File: src/hw/rtl/tlr_pkg.sv
// Shared constants and types for the thick line rasterizer.
// No dependencies; every other file of the block depends on this package.
package tlr_pkg;

    // Defaults of the top-level parameters
    localparam int COORD_BITS_DEF    = 16;
    localparam int MAX_THICKNESS_DEF = 7;

    // Fixed field widths
    localparam int FRAME_W = 13;
    localparam int THICK_W = 3;
    localparam int HALF_W  = 2;   // half-size of the brush square, 0..3
    localparam int OFS_W   = 3;   // signed brush offset, -3..3

    // Configuration port
    localparam int APB_ADDR_W = 4;
    localparam int APB_DATA_W = 32;
    localparam int REG_IDX_W  = 2;

    localparam logic [REG_IDX_W-1:0] REG_FRAME_WIDTH     = 2'd0;
    localparam logic [REG_IDX_W-1:0] REG_FRAME_HEIGHT    = 2'd1;
    localparam logic [REG_IDX_W-1:0] REG_BRUSH_THICKNESS = 2'd2;

    localparam logic [FRAME_W-1:0] FRAME_WIDTH_RST     = 13'd256;
    localparam logic [FRAME_W-1:0] FRAME_HEIGHT_RST    = 13'd256;
    localparam logic [THICK_W-1:0] BRUSH_THICKNESS_RST = 3'd1;

    // Command codes of an input item
    localparam logic CMD_LOAD = 1'b0;
    localparam logic CMD_STEP = 1'b1;

    // Hand-off of one step from the line walker to the brush unit
    typedef struct packed {
        logic              start;   // step taken, square to be drawn
        logic [HALF_W-1:0] half;    // half-size of the square
        logic              at_end;  // current point is the end point
    } tlr_step_t;

endpackage

File: src/hw/rtl/tlr_if.sv
// Valid/ready channel interfaces of the thick line rasterizer.
// Depends on tlr_pkg for default widths.
interface tlr_seg_if #(
    parameter int COORD_BITS = tlr_pkg::COORD_BITS_DEF
);
    logic                         valid;
    logic                         ready;
    logic                         cmd;
    logic signed [COORD_BITS-1:0] start_x;
    logic signed [COORD_BITS-1:0] start_y;
    logic signed [COORD_BITS-1:0] end_x;
    logic signed [COORD_BITS-1:0] end_y;

    modport source (output valid, cmd, start_x, start_y, end_x, end_y, input ready);
    modport sink   (input valid, cmd, start_x, start_y, end_x, end_y, output ready);
endinterface

interface tlr_pix_if #(
    parameter int COORD_BITS = tlr_pkg::COORD_BITS_DEF
);
    logic                       valid;
    logic                       ready;
    logic signed [COORD_BITS:0] pixel_x;
    logic signed [COORD_BITS:0] pixel_y;
    logic                       in_frame;
    logic                       last_of_square;
    logic                       segment_end;

    modport source (output valid, pixel_x, pixel_y, in_frame, last_of_square, segment_end,
                    input ready);
    modport sink   (input valid, pixel_x, pixel_y, in_frame, last_of_square, segment_end,
                    output ready);
endinterface

File: src/hw/rtl/tlr_walker.sv
// Bresenham line walker: segment state, load and one step per accepted step item.
// Depends on tlr_pkg.
module tlr_walker #(
    parameter int COORD_BITS    = tlr_pkg::COORD_BITS_DEF,
    parameter int MAX_THICKNESS = tlr_pkg::MAX_THICKNESS_DEF
) (
    input  logic                                clk,
    input  logic                                rst_n,
    input  logic                                accept,
    input  logic                                cmd,
    input  logic signed [COORD_BITS-1:0]        start_x,
    input  logic signed [COORD_BITS-1:0]        start_y,
    input  logic signed [COORD_BITS-1:0]        end_x,
    input  logic signed [COORD_BITS-1:0]        end_y,
    input  logic        [tlr_pkg::THICK_W-1:0]  thickness,
    output tlr_pkg::tlr_step_t                  step,
    output logic signed [COORD_BITS-1:0]        base_x,
    output logic signed [COORD_BITS-1:0]        base_y
);
    import tlr_pkg::*;

    localparam int CW = COORD_BITS + 1;   // deltas
    localparam int EW = COORD_BITS + 3;   // error term

    logic signed [COORD_BITS-1:0] cur_x_reg, cur_x_next, cur_y_reg, cur_y_next;
    logic signed [COORD_BITS-1:0] target_x_reg, target_x_next, target_y_reg, target_y_next;
    logic        [CW-1:0]         abs_dx_reg, abs_dx_next, abs_dy_reg, abs_dy_next;
    logic signed [EW-1:0]         error_term_reg, error_term_next;
    logic                         step_x_neg_reg, step_x_neg_next;
    logic                         step_y_neg_reg, step_y_neg_next;
    logic                         active_reg, active_next;

    logic signed [CW-1:0]  sx, sy, ex, ey;
    logic        [CW-1:0]  ld_dx, ld_dy;
    logic signed [EW:0]    e2, neg_dy, pos_dx;
    logic                  move_x, move_y;
    logic signed [EW-1:0]  add_x, add_y;
    logic [THICK_W-1:0]    t_clip;
    logic                  at_end;

    // Square size follows the thickness, limited to the largest brush
    assign t_clip = (thickness > THICK_W'(MAX_THICKNESS)) ? THICK_W'(MAX_THICKNESS) : thickness;
    assign at_end = (cur_x_reg == target_x_reg) && (cur_y_reg == target_y_reg);

    assign step.start  = accept && (cmd == CMD_STEP) && active_reg;
    assign step.half   = t_clip[THICK_W-1:1];
    assign step.at_end = at_end;
    assign base_x      = cur_x_reg;
    assign base_y      = cur_y_reg;

    always_comb
    begin
        sx = $signed({start_x[COORD_BITS-1], start_x});
        sy = $signed({start_y[COORD_BITS-1], start_y});
        ex = $signed({end_x[COORD_BITS-1], end_x});
        ey = $signed({end_y[COORD_BITS-1], end_y});
        ld_dx = (ex > sx) ? CW'(ex - sx) : CW'(sx - ex);
        ld_dy = (ey > sy) ? CW'(ey - sy) : CW'(sy - ey);

        e2     = $signed({error_term_reg, 1'b0});
        neg_dy = -$signed({3'b000, abs_dy_reg});
        pos_dx = $signed({3'b000, abs_dx_reg});
        move_x = e2 > neg_dy;
        move_y = e2 < pos_dx;
        add_x  = move_x ? -$signed({2'b00, abs_dy_reg}) : '0;
        add_y  = move_y ?  $signed({2'b00, abs_dx_reg}) : '0;

        cur_x_next      = cur_x_reg;
        cur_y_next      = cur_y_reg;
        target_x_next   = target_x_reg;
        target_y_next   = target_y_reg;
        abs_dx_next     = abs_dx_reg;
        abs_dy_next     = abs_dy_reg;
        error_term_next = error_term_reg;
        step_x_neg_next = step_x_neg_reg;
        step_y_neg_next = step_y_neg_reg;
        active_next     = active_reg;

        if (accept && (cmd == CMD_LOAD))
        begin
            cur_x_next      = start_x;
            cur_y_next      = start_y;
            target_x_next   = end_x;
            target_y_next   = end_y;
            abs_dx_next     = ld_dx;
            abs_dy_next     = ld_dy;
            step_x_neg_next = !(sx < ex);
            step_y_neg_next = !(sy < ey);
            error_term_next = $signed({2'b00, ld_dx}) - $signed({2'b00, ld_dy});
            active_next     = 1'b1;
        end
        else if (step.start)
        begin
            if (at_end)
            begin
                active_next = 1'b0;
            end
            else
            begin
                error_term_next = error_term_reg + add_x + add_y;
                if (move_x)
                begin
                    cur_x_next = step_x_neg_reg ? cur_x_reg - 1'b1 : cur_x_reg + 1'b1;
                end
                if (move_y)
                begin
                    cur_y_next = step_y_neg_reg ? cur_y_reg - 1'b1 : cur_y_reg + 1'b1;
                end
            end
        end
    end

    always_ff @(posedge clk or negedge rst_n)
    begin
        if (!rst_n)
        begin
            cur_x_reg      <= '0;
            cur_y_reg      <= '0;
            target_x_reg   <= '0;
            target_y_reg   <= '0;
            abs_dx_reg     <= '0;
            abs_dy_reg     <= '0;
            error_term_reg <= '0;
            step_x_neg_reg <= 1'b0;
            step_y_neg_reg <= 1'b0;
            active_reg     <= 1'b0;
        end
        else
        begin
            cur_x_reg      <= cur_x_next;
            cur_y_reg      <= cur_y_next;
            target_x_reg   <= target_x_next;
            target_y_reg   <= target_y_next;
            abs_dx_reg     <= abs_dx_next;
            abs_dy_reg     <= abs_dy_next;
            error_term_reg <= error_term_next;
            step_x_neg_reg <= step_x_neg_next;
            step_y_neg_reg <= step_y_neg_next;
            active_reg     <= active_next;
        end
    end

endmodule

File: src/hw/rtl/tlr_brush.sv
// Brush unit: walks the square of offsets of one step and drives the pixel channel
// through a result register. Depends on tlr_pkg and tlr_pix_if.
module tlr_brush #(
    parameter int COORD_BITS = tlr_pkg::COORD_BITS_DEF
) (
    input  logic                               clk,
    input  logic                               rst_n,
    input  tlr_pkg::tlr_step_t                 step,
    input  logic signed [COORD_BITS-1:0]       base_x,
    input  logic signed [COORD_BITS-1:0]       base_y,
    input  logic        [tlr_pkg::FRAME_W-1:0] frame_width,
    input  logic        [tlr_pkg::FRAME_W-1:0] frame_height,
    output logic                               free,
    tlr_pix_if.source                          pix
);
    import tlr_pkg::*;

    localparam int CW = COORD_BITS + 1;

    logic                         busy_reg;
    logic signed [COORD_BITS-1:0] bx_reg, by_reg;
    logic        [HALF_W-1:0]     half_reg;
    logic                         at_end_reg;
    logic signed [OFS_W-1:0]      ox_reg, ox_next, oy_reg, oy_next;

    logic                         out_valid_reg;
    logic signed [CW-1:0]         px_reg, py_reg;
    logic                         inf_reg, last_reg, end_reg;

    logic signed [OFS_W-1:0] h_s, neg_h, start_h;
    logic signed [CW-1:0]    px, py;
    logic                    inf, sq_last, adv;

    assign h_s     = $signed({1'b0, half_reg});
    assign neg_h   = -h_s;
    assign start_h = -$signed({1'b0, step.half});
    assign sq_last = (ox_reg == h_s) && (oy_reg == h_s);

    // While busy, produce a pixel whenever the result register is empty or being drained
    assign adv  = busy_reg && (!out_valid_reg || pix.ready);
    assign free = !busy_reg || (adv && sq_last);

    always_comb
    begin
        px  = $signed({bx_reg[COORD_BITS-1], bx_reg}) +
              $signed({{(CW-OFS_W){ox_reg[OFS_W-1]}}, ox_reg});
        py  = $signed({by_reg[COORD_BITS-1], by_reg}) +
              $signed({{(CW-OFS_W){oy_reg[OFS_W-1]}}, oy_reg});
        inf = !px[CW-1] && !py[CW-1] &&
              ({{FRAME_W{1'b0}}, px} < {{CW{1'b0}}, frame_width}) &&
              ({{FRAME_W{1'b0}}, py} < {{CW{1'b0}}, frame_height});

        ox_next = ox_reg;
        oy_next = oy_reg;
        if (ox_reg == h_s)
        begin
            ox_next = neg_h;
            oy_next = oy_reg + 1'b1;
        end
        else
        begin
            ox_next = ox_reg + 1'b1;
        end
    end

    always_ff @(posedge clk or negedge rst_n)
    begin
        if (!rst_n)
        begin
            busy_reg      <= 1'b0;
            out_valid_reg <= 1'b0;
        end
        else
        begin
            if (step.start)
            begin
                busy_reg <= 1'b1;
            end
            else if (adv && sq_last)
            begin
                busy_reg <= 1'b0;
            end

            if (adv)
            begin
                out_valid_reg <= 1'b1;
            end
            else if (pix.ready)
            begin
                out_valid_reg <= 1'b0;
            end
        end
    end

    always_ff @(posedge clk)
    begin
        if (step.start)
        begin
            bx_reg     <= base_x;
            by_reg     <= base_y;
            half_reg   <= step.half;
            at_end_reg <= step.at_end;
            ox_reg     <= start_h;
            oy_reg     <= start_h;
        end
        else if (adv)
        begin
            ox_reg <= ox_next;
            oy_reg <= oy_next;
        end

        if (adv)
        begin
            px_reg   <= px;
            py_reg   <= py;
            inf_reg  <= inf;
            last_reg <= sq_last;
            end_reg  <= at_end_reg;
        end
    end

    assign pix.valid          = out_valid_reg;
    assign pix.pixel_x        = px_reg;
    assign pix.pixel_y        = py_reg;
    assign pix.in_frame       = inf_reg;
    assign pix.last_of_square = last_reg;
    assign pix.segment_end    = end_reg;

endmodule

File: src/hw/rtl/thick_line_rasterizer.sv
// Top level of the thick line rasterizer: configuration registers, line walker
// and brush unit. Depends on tlr_pkg, tlr_if, tlr_walker and tlr_brush.
//
//  channel  dir  handshake       carries
//  -------  ---  --------------  ------------------------------------------------
//  seg      in   valid/ready     cmd, start_x, start_y, end_x, end_y
//  pix      out  valid/ready     pixel_x, pixel_y, in_frame, last_of_square,
//                                segment_end
//  APB      in   psel/penable    frame_width, frame_height, brush_thickness
//
// One pixel leaves per cycle while pix is ready. A step item yields (2h+1)^2
// pixels, h being brush_thickness/2, nine for 3x3; the brush offset counter
// in tlr_brush sets that figure. Load items and steps while idle take one cycle.
// The next item is taken in the cycle the last pixel of a square is produced.
// Reset is asynchronous and leaves the block idle with no pixel pending; no
// clearing pass is needed. A stall on pix holds the result register and the
// brush counter; seg stalls only while a square is still being walked.
module thick_line_rasterizer #(
    parameter int COORD_BITS    = tlr_pkg::COORD_BITS_DEF,
    parameter int MAX_THICKNESS = tlr_pkg::MAX_THICKNESS_DEF
) (
    input  logic                             clk,
    input  logic                             rst_n,
    tlr_seg_if.sink                          seg,
    tlr_pix_if.source                        pix,
    input  logic                             psel,
    input  logic                             penable,
    input  logic                             pwrite,
    input  logic [tlr_pkg::APB_ADDR_W-1:0]   paddr,
    input  logic [tlr_pkg::APB_DATA_W-1:0]   pwdata,
    output logic [tlr_pkg::APB_DATA_W-1:0]   prdata,
    output logic                             pready
);
    import tlr_pkg::*;

    logic [FRAME_W-1:0] frame_width_reg, frame_height_reg;
    logic [THICK_W-1:0] brush_thickness_reg;
    logic [REG_IDX_W-1:0] reg_idx;
    logic               cfg_wr;

    logic                         accept, free;
    tlr_step_t                    step;
    logic signed [COORD_BITS-1:0] base_x, base_y;

    // Configuration port: zero wait states, index from the word address
    assign pready  = 1'b1;
    assign reg_idx = paddr[REG_IDX_W+1:2];
    assign cfg_wr  = psel && penable && pwrite;

    always_ff @(posedge clk or negedge rst_n)
    begin
        if (!rst_n)
        begin
            frame_width_reg     <= FRAME_WIDTH_RST;
            frame_height_reg    <= FRAME_HEIGHT_RST;
            brush_thickness_reg <= BRUSH_THICKNESS_RST;
        end
        else if (cfg_wr)
        begin
            unique case (reg_idx)
                REG_FRAME_WIDTH:     frame_width_reg     <= pwdata[FRAME_W-1:0];
                REG_FRAME_HEIGHT:    frame_height_reg    <= pwdata[FRAME_W-1:0];
                REG_BRUSH_THICKNESS: brush_thickness_reg <= pwdata[THICK_W-1:0];
                default:             ;  // drop writes beyond the register list
            endcase
        end
    end

    always_comb
    begin
        unique case (reg_idx)
            REG_FRAME_WIDTH:     prdata = {{(APB_DATA_W-FRAME_W){1'b0}}, frame_width_reg};
            REG_FRAME_HEIGHT:    prdata = {{(APB_DATA_W-FRAME_W){1'b0}}, frame_height_reg};
            REG_BRUSH_THICKNESS: prdata = {{(APB_DATA_W-THICK_W){1'b0}}, brush_thickness_reg};
            default:             prdata = '0;
        endcase
    end

    // Input transfer: taken whenever the brush can start a new square
    assign seg.ready = free;
    assign accept    = seg.valid && free;

    tlr_walker #(
        .COORD_BITS    (COORD_BITS),
        .MAX_THICKNESS (MAX_THICKNESS)
    ) u_walker (
        .clk       (clk),
        .rst_n     (rst_n),
        .accept    (accept),
        .cmd       (seg.cmd),
        .start_x   (seg.start_x),
        .start_y   (seg.start_y),
        .end_x     (seg.end_x),
        .end_y     (seg.end_y),
        .thickness (brush_thickness_reg),
        .step      (step),
        .base_x    (base_x),
        .base_y    (base_y)
    );

    tlr_brush #(
        .COORD_BITS (COORD_BITS)
    ) u_brush (
        .clk          (clk),
        .rst_n        (rst_n),
        .step         (step),
        .base_x       (base_x),
        .base_y       (base_y),
        .frame_width  (frame_width_reg),
        .frame_height (frame_height_reg),
        .free         (free),
        .pix          (pix)
    );

    // A square wider than one pixel keeps the input closed in the next cycle
    a_square_blocks_input: assert property (@(posedge clk) disable iff (!rst_n)
        step.start && (step.half != '0) |=> !seg.ready)
        else $error("input reopened before the square was walked");

    // A fresh run of pixels follows a step transfer through the busy flag and the result register
    a_pixels_follow_step: assert property (@(posedge clk) disable iff (!rst_n)
        $rose(pix.valid) |-> $past(step.start, 2))
        else $error("pixel presented without a preceding step");

    // Pixels of one square come without gaps and share the segment end flag
    a_square_contiguous: assert property (@(posedge clk) disable iff (!rst_n)
        pix.valid && pix.ready && !pix.last_of_square |=>
            pix.valid && $stable(pix.segment_end))
        else $error("square interrupted or segment end flag changed");

endmodule

File: src/flat_wrapper.sv
// flat-port wrapper written by rule: the top's interface ports become plain ports
module thick_line_rasterizer_flat import tlr_pkg::*;
#(
    parameter int COORD_BITS    = tlr_pkg::COORD_BITS_DEF,
    parameter int MAX_THICKNESS = tlr_pkg::MAX_THICKNESS_DEF
)
  (clk, rst_n, psel, penable, pwrite, paddr, pwdata, prdata, pready, seg_valid, seg_cmd, seg_start_x, seg_start_y, seg_end_x, seg_end_y, seg_ready, pix_valid, pix_pixel_x, pix_pixel_y, pix_in_frame, pix_last_of_square, pix_segment_end, pix_ready);
  tlr_seg_if #(.COORD_BITS(COORD_BITS)) seg_i ();
  tlr_pix_if #(.COORD_BITS(COORD_BITS)) pix_i ();
  input  logic clk;
  input  logic rst_n;
  input  logic psel;
  input  logic penable;
  input  logic pwrite;
  input  logic [tlr_pkg::APB_ADDR_W-1:0] paddr;
  input  logic [tlr_pkg::APB_DATA_W-1:0] pwdata;
  output logic [tlr_pkg::APB_DATA_W-1:0] prdata;
  output logic pready;
  input wire logic [$bits(seg_i.valid)-1:0] seg_valid;
  input wire logic [$bits(seg_i.cmd)-1:0] seg_cmd;
  input wire logic [$bits(seg_i.start_x)-1:0] seg_start_x;
  input wire logic [$bits(seg_i.start_y)-1:0] seg_start_y;
  input wire logic [$bits(seg_i.end_x)-1:0] seg_end_x;
  input wire logic [$bits(seg_i.end_y)-1:0] seg_end_y;
  output wire logic [$bits(seg_i.ready)-1:0] seg_ready;
  output wire logic [$bits(pix_i.valid)-1:0] pix_valid;
  output wire logic [$bits(pix_i.pixel_x)-1:0] pix_pixel_x;
  output wire logic [$bits(pix_i.pixel_y)-1:0] pix_pixel_y;
  output wire logic [$bits(pix_i.in_frame)-1:0] pix_in_frame;
  output wire logic [$bits(pix_i.last_of_square)-1:0] pix_last_of_square;
  output wire logic [$bits(pix_i.segment_end)-1:0] pix_segment_end;
  input wire logic [$bits(pix_i.ready)-1:0] pix_ready;
  assign seg_i.valid = seg_valid;
  assign seg_i.cmd = seg_cmd;
  assign seg_i.start_x = seg_start_x;
  assign seg_i.start_y = seg_start_y;
  assign seg_i.end_x = seg_end_x;
  assign seg_i.end_y = seg_end_y;
  assign seg_ready = seg_i.ready;
  assign pix_valid = pix_i.valid;
  assign pix_pixel_x = pix_i.pixel_x;
  assign pix_pixel_y = pix_i.pixel_y;
  assign pix_in_frame = pix_i.in_frame;
  assign pix_last_of_square = pix_i.last_of_square;
  assign pix_segment_end = pix_i.segment_end;
  assign pix_i.ready = pix_ready;
  thick_line_rasterizer #(.COORD_BITS(COORD_BITS), .MAX_THICKNESS(MAX_THICKNESS)) u_core (.clk(clk), .rst_n(rst_n), .seg(seg_i), .pix(pix_i), .psel(psel), .penable(penable), .pwrite(pwrite), .paddr(paddr), .pwdata(pwdata), .prdata(prdata), .pready(pready));
endmodule
File: config.mk
export PLATFORM = sky130hd
export DESIGN_NAME = thick_line_rasterizer_flat
export DESIGN_NICKNAME = d
export VERILOG_FILES = /design/src/hw/rtl/tlr_pkg.sv /design/src/hw/rtl/tlr_if.sv /design/src/hw/rtl/tlr_walker.sv /design/src/hw/rtl/tlr_brush.sv /design/src/hw/rtl/thick_line_rasterizer.sv /design/src/flat_wrapper.sv
export SDC_FILE = /design/constraint.sdc
export NUM_CORES = 1
export LEC_CHECK = 0
export BUFFER_PORTS_ARGS = -buffer_cell sky130_fd_sc_hd__buf_2
export CAP_MARGIN = 25
export CORE_MARGIN = 4
export CORE_UTILIZATION = 60
export DETAILED_ROUTE_END_ITERATION = 7
export PLACE_DENSITY_LB_ADDON = 0.3
export SLEW_MARGIN = 40
export SYNTH_ARGS = -nofsm -noshare
export SYNTH_HDL_FRONTEND = slang
export SYNTH_HIERARCHICAL = 1
export SYNTH_SLANG_ARGS = --single-unit
File: constraint.sdc
create_clock -name clk -period 8.6 [get_ports clk]
set_input_delay 2.58 -clock clk [delete_from_list [all_inputs] [get_ports clk]]
set_output_delay 2.58 -clock clk [all_outputs]
set_load 0.01 [all_outputs]
# After elaboration in Yosys (flattened, before gate mapping)
# Index checks and enable logic that the tools add are counted.
# W data, S select, Z words.
[word_totals] output_inout_bits=72 ramBits=0 reg_bits=229 inputBits=108 rom_bits=0 latch_bits=0 n_memories=0
[classes] n_div=0 n_mul=0 muxes=32 bitwise=1 add_sub_neg=19 eq_ne=7 magnitude_cmp=9 reduce_logical=38 shift=0
[ops] op="$mux W16" n=10
[ops] op="$mux W19" n=4
[ops] op="$sub A16 B16 Y17" n=4
[ops] op="$mux W17" n=3
[ops] op="$pmux W13 S3" n=1
[ops] op="$add A16 B3 Y17" n=2
[ops] op="$lt A17 B13 Y1" n=2
[ops] op="$add A16 B1 Y16 const B" n=2
[ops] op="$eq A16 B16 Y1" n=2
[ops] op="$gt A16 B16 Y1" n=2
[ops] op="$lt A16 B16 Y1" n=2
[ops] op="$sub A16 B1 Y16 const B" n=2
[ops] op="$mux W3" n=7
[ops] op="$gt A20 B20 Y1" n=1
[ops] op="$lt A20 B18 Y1" n=1
[ops] op="$neg A17 Y20" n=1
[ops] op="$add A19 B18 Y19" n=1
[ops] op="$add A19 B19 Y19" n=1
[ops] op="$neg A17 Y19" n=1
[ops] op="$sub A17 B17 Y18" n=1
[ops] op="$reduce_bool A2 Y1" n=8
[ops] op="$logic_and A1 B1 Y1" n=13
[ops] op="$reduce_and A2 Y1" n=6
[ops] op="$mux W1" n=7
[ops] op="other kinds (12)" n=22

# Logic depth before layout (Yosys ltp)
[logic_depth] word_depth=10 depth_mapped=31

# Modules after synthesis
# The synthesis kept the hierarchy.
[modules_own_cells] mod="tlr_walker" instances=1 cells_each=1574 seq_area_each_um2=3002.9 area_each_um2=12849.8
[modules_own_cells] mod="tlr_brush" instances=1 cells_each=418 seq_area_each_um2=2392.3 area_each_um2=4813.4
[modules_own_cells] mod="thick_line_rasterizer" instances=1 cells_each=121 seq_area_each_um2=729.4 area_each_um2=1527.7

# Worst setup path before layout
# No wires, ideal clock.
[synth_path] path_type="in2reg" from="in seg_start_y[6]" to="reg u_core.u_walker.error_term_reg[15]" setup_slack_ps=1676 path_buffers=4 cell_stages=21 arrival_time_ps=6788 cell_sequence="inv_1 > ha_1 > clkbuf_1 > nand4_1 > a211o_1 > a31oi_1 > buf_2 > buf_4 > buf_2 > mux2_2 > ha_1 > nor2b_1 > o21ai_0 > a21oi_1 > o21ai_0 > a21oi_1 > a2111oi_0 > nor2_1 > a31oi_1 > xor2_1 > o21ai_0"
[synth_between] elab_chain_len=4 elab_cells_between_ends=6
[synth_rtl] element="from (decl)" line="flat_wrapper.sv:22" text="input wire logic [$bits(seg_i.start_y)-1:0] seg_start_y;"
[synth_rtl] element="$sub A16 B16 Y17 or $gt A16 B16 Y1 (tied branches)" line="tlr_walker.sv:58" text="ld_dy = (ey > sy) ? CW'(ey - sy) : CW'(sy - ey);"
[synth_rtl] element="$mux W17 *" line="tlr_walker.sv:58"
[synth_rtl] element="$sub A17 B17 Y18 *" line="tlr_walker.sv:89" text="error_term_next = $signed({2'b00, ld_dx}) - $signed({2'b00, ld_dy});"
[synth_rtl] element="$mux W19 *" line="tlr_walker.sv:79" text="if (accept && (cmd == CMD_LOAD))"
[synth_rtl] element="to (signal assigned)" line="tlr_walker.sv:136" text="error_term_reg <= error_term_next;"
[synth_rtl] element="to (decl)" line="tlr_walker.sv:28" text="logic signed [EW-1:0] error_term_reg, error_term_next;"
# Every way passes the cells marked *; elsewhere a longest branch is shown, timed or not.
# A chain may end at the register's enable or synchronous reset.

# Worst setup path after layout
[layout_path] from="in seg_start_x[8]" to="reg u_core.u_walker.error_term_reg[18]"
[layout_between] elab_chain_len=4 elab_cells_between_ends=6
[layout_rtl] element="from (decl)" line="flat_wrapper.sv:21" text="input wire logic [$bits(seg_i.start_x)-1:0] seg_start_x;"
[layout_rtl] element="$gt A16 B16 Y1" line="tlr_walker.sv:57" text="ld_dx = (ex > sx) ? CW'(ex - sx) : CW'(sx - ex);"
[layout_rtl] element="$mux W17" line="tlr_walker.sv:57"
[layout_rtl] element="named net u_core.u_walker.ld_dx[2]" line="tlr_walker.sv:34" text="logic [CW-1:0] ld_dx, ld_dy;"
[layout_rtl] element="$sub A17 B17 Y18" line="tlr_walker.sv:89"
[layout_rtl] element="$mux W19" line="tlr_walker.sv:79"
# The timed path passes the listed nets, and every way through them passes these cells.

==> results.md <==
* Placed Cells at 2588
* Syn_area_per_cell at 9.08 sq um
* Max Buffers Root-to-Sink at 3
* Detail Placement HPWL at 39600 microns
* Synth Flop Type: dfrtp_1
* P per Cell Area at 416 nW/um^2
* CP arrival at 7.97 ns
* Post-route insts no fill at 2638
* CTS tree: yes
* Vias in the first global route at 15700
* Area growth, synth to finish at 9.52%
* Critical path fanouts, max at 13
* Layout cells sized above 1 at 11.8%
* Post-CTS setup buffer count at 0
* Clk root buf: clkbuf_16
* YS warnings at 6
* Synthesized area at 19200 sq um
* Final Wtd Congestion at 0.970
* Clk sink count at 229
* HP Class: reg -> reg
* Status: completed
* Final setup violation count at 0
* Die width at 187 microns
* Fin crit period at 7.56 ns
* Worst vdd ir at 0.457 mV
* Worst Path Required at 9.01 ns
* Full die area at 34900 sq um
* Register area share after synthesis at 31.9%
* Synth unique cells at 81
* Worst skew pair latency at 0.56 ns
* Initial Util at 60.8%
* Setup Skew at 0.0133 ns
* Flops & latches, synth at 229
* Slew HR at 43.9%
* Total Wirelength at 50500 microns
* Std-Cell Rows at 65
* # H-tree levels at 1
* Die span in y at 187 microns
* EDFF count, synth at 78
* Top Ports at 180
* DRC Markers at 0
* Total GRT Usage at 28.1%
* Post-route ant nets at 0
* Flip-flop count of the largest register after layout at 19
* Kind of critical path: in -> reg
* Initial antenna violation count at 0
* Part of the cycle the worst path needs at 87.9%
* Crit end category: register
* Num CTS Buffers at 27
* Overall power at 8.74 mW
* Layout net count at 2575
* Lkg Pwr at 9.91 nW
* Initial DRC count at 1225
* Grt total ovfl at 0
* Async S/R FF share, synth at 65.9%
* Synthesized instance count at 2113
* Post-CTS resize count at 0
* # hold bufs at CTS at 0
* Global-route wire length before repair at 81400 microns
* Final Hold Vio Count at 0
* Fmax at 132 MHz
* RSZ-0062 raised after global routing: false
* IO Port Bufs at 138
* Clock slew at reported path FFs at 0.06 ns
* Vias per cell at 6.03
* Max_cap viols at 0
* Via count at 15900
* Core Box Area at 31600 sq um
* Setup TNS at 0 ns
* # diodes at 0
* Worst setup SP type: primary input
* Final-report max-slew violation count at 0
* DR pass1 iterations at 6
* Largest net degree at the start of global routing at 86
* Worst slew pin tran at 0.841 ns
* Mean routed wirelength per cell at 19.1 microns
where the power goes:
group          internal, mW  switching [mW]
logic                  2.33            3.15
registers              1.66           0.420
clock network         0.700           0.481
total                  4.69            4.05
area by class of cell:
type,count,area (sq um)
multi-input cells,1630,12000
clock buffers,37,743
fillers,2551,10500
flip-flops and latches,229,6120
clock inverters,13,165
repair buffers,150,801
inverters,177,664
well taps,402,503
stage by stage:
step                      util (%)  instance area (sq um)  hold WS (ns)  setup WS (ns)
final                         66.6                  21000         0.464           1.04
after global routing          66.6                  21000         0.476          0.613
after CTS                     66.6                  21000         0.448           1.04
after detailed placement      63.7                  20100         0.445          0.718
after global placement        63.6                  20100         0.438          0.736
after floorplan                  -                  19300         0.400           1.68
critical path, cell delays in order:
cell and delay, ns:
buf_2 0.12, inv_1 0.06, ha_1 0.46, and4_1 0.39, nand2_2 0.11, o41ai_4 0.30
nor3_2 0.12, a21oi_2 0.28, nand2_1 0.45, mux2i_1 0.32, xnor2_1 0.15, ha_1 0.37
o21ai_0 0.13, a21oi_1 0.20, o21ai_0 0.12, a21oi_1 0.50, a2111oi_0 0.31, and3_1 0.27
a211oi_1 0.47, a22o_1 0.21, a21oi_1 0.04
synthesized netlist by cell type (all sizes together), types with 4 or more instances:
library cell  instances  area (sq um)
o22ai                 6          37.5
o21bai               19           143
xnor2                70           621
nor2                143           544
a21oi               134           674
fa                   27           541
a211o                 5          43.8
a211oi               25           188
or2                   8          50.1
mux2                 40           492
and4                  4          35.0
nand3                39           195
nand4                19           119
o21a                 19           143
xor2                 91           797
dfrtp               148          3700
inv                 177           664
nor2b                25           156
o31ai                 9          67.6
edfxtp               78          2340
buf                  45           302
a21o                 49           375
nor4                 16           106
nand2b               23           144
a31oi                17           106
ha                  225          2820
a21boi                6          45.0
clkbuf               50           188
o221ai                5          43.8
nor3                 48           245
a2111oi               5          62.6
o21ai               180           905
a311o                 4          40.0
o41ai                 8          88.8
and2                  9          56.3
mux2i                60           601
o211ai               12          90.1
or4                   4          33.8
a221oi                6          52.6
nand2               174           656
o31a                  4          35.0
or3                  18           113
and3                 18           113
layer usage:
layer | track usage [%] | wire length (microns) | vias up
li1 | - | - | 7667
met1 | 36.6 | 21300 | 7604
met2 | 46.6 | 23700 | 521
met3 | 3.68 | 2740 | 122
met4 | 13.5 | 2770 | 0
met5 | 0 | 0 | -
final timing paths:
| path | from | endpoint | slack (ns) | depth (start not counted) |
|---|---|---|---|---|
| hold / removal | u_core/u_brush/at_end_reg | u_core/u_brush/pix.segment_end | 0.46 | 0 |
| setup / recovery | seg_start_x[8] | u_core/u_walker/error_term_reg[18] | 1.04 | 21 |
| setup reg to reg | u_core/u_walker/abs_dy_reg[1] | u_core/u_walker/error_term_reg[18] | 1.06 | 27 |
| hold reg to reg | u_core/u_brush/at_end_reg | u_core/u_brush/pix.segment_end | 0.46 | 0 |
| max in group asynchronous | rst_n | u_core/u_walker/abs_dx_reg[4] | 5.43 | 2 |
| min in group asynchronous | rst_n | u_core/frame_width_reg[11] | 2.08 | 1 |
kinds of logic (layout without fill, tap and decap cells):
family	Yosys count	in the layout	share of synthesized area, %
AO/OA/AOI/OAI	540	540	17.7
XOR/XNOR	161	161	7.39
adder cells (fa/ha/maj)	252	252	17.5
buffers and inverters	272	377	6.01
flip-flops	229	229	31.9
multiplexers	100	100	5.69
other	2	20	0.0391
AND/OR/NAND/NOR	557	557	13.8
cells in the final DEF, fill, tap and decap left out, types with 8 or more instances in the layout:
master,instances
xnor2_1,69
buf_2,137
o21bai_1,19
mux2_2,29
nor2b_1,24
o21a_1,19
edfxtp_1,78
nand4_1,19
or2_2,8
nor3_1,46
a21o_1,48
o31ai_1,9
ha_1,225
nand3_1,39
clkbuf_16,27
a211oi_1,25
nor4_1,15
and2_1,9
mux2_4,11
a31oi_1,16
o21ai_0,175
or3_1,18
fa_1,27
and3_1,17
buf_4,10
nand2_1,173
dfrtp_1,148
conb_1,20
nor2_1,141
xor2_1,91
inv_1,177
nand2b_1,22
o211ai_1,12
a21oi_1,133
mux2i_1,60
Note: power is estimated with default switching activity, not from simulation.
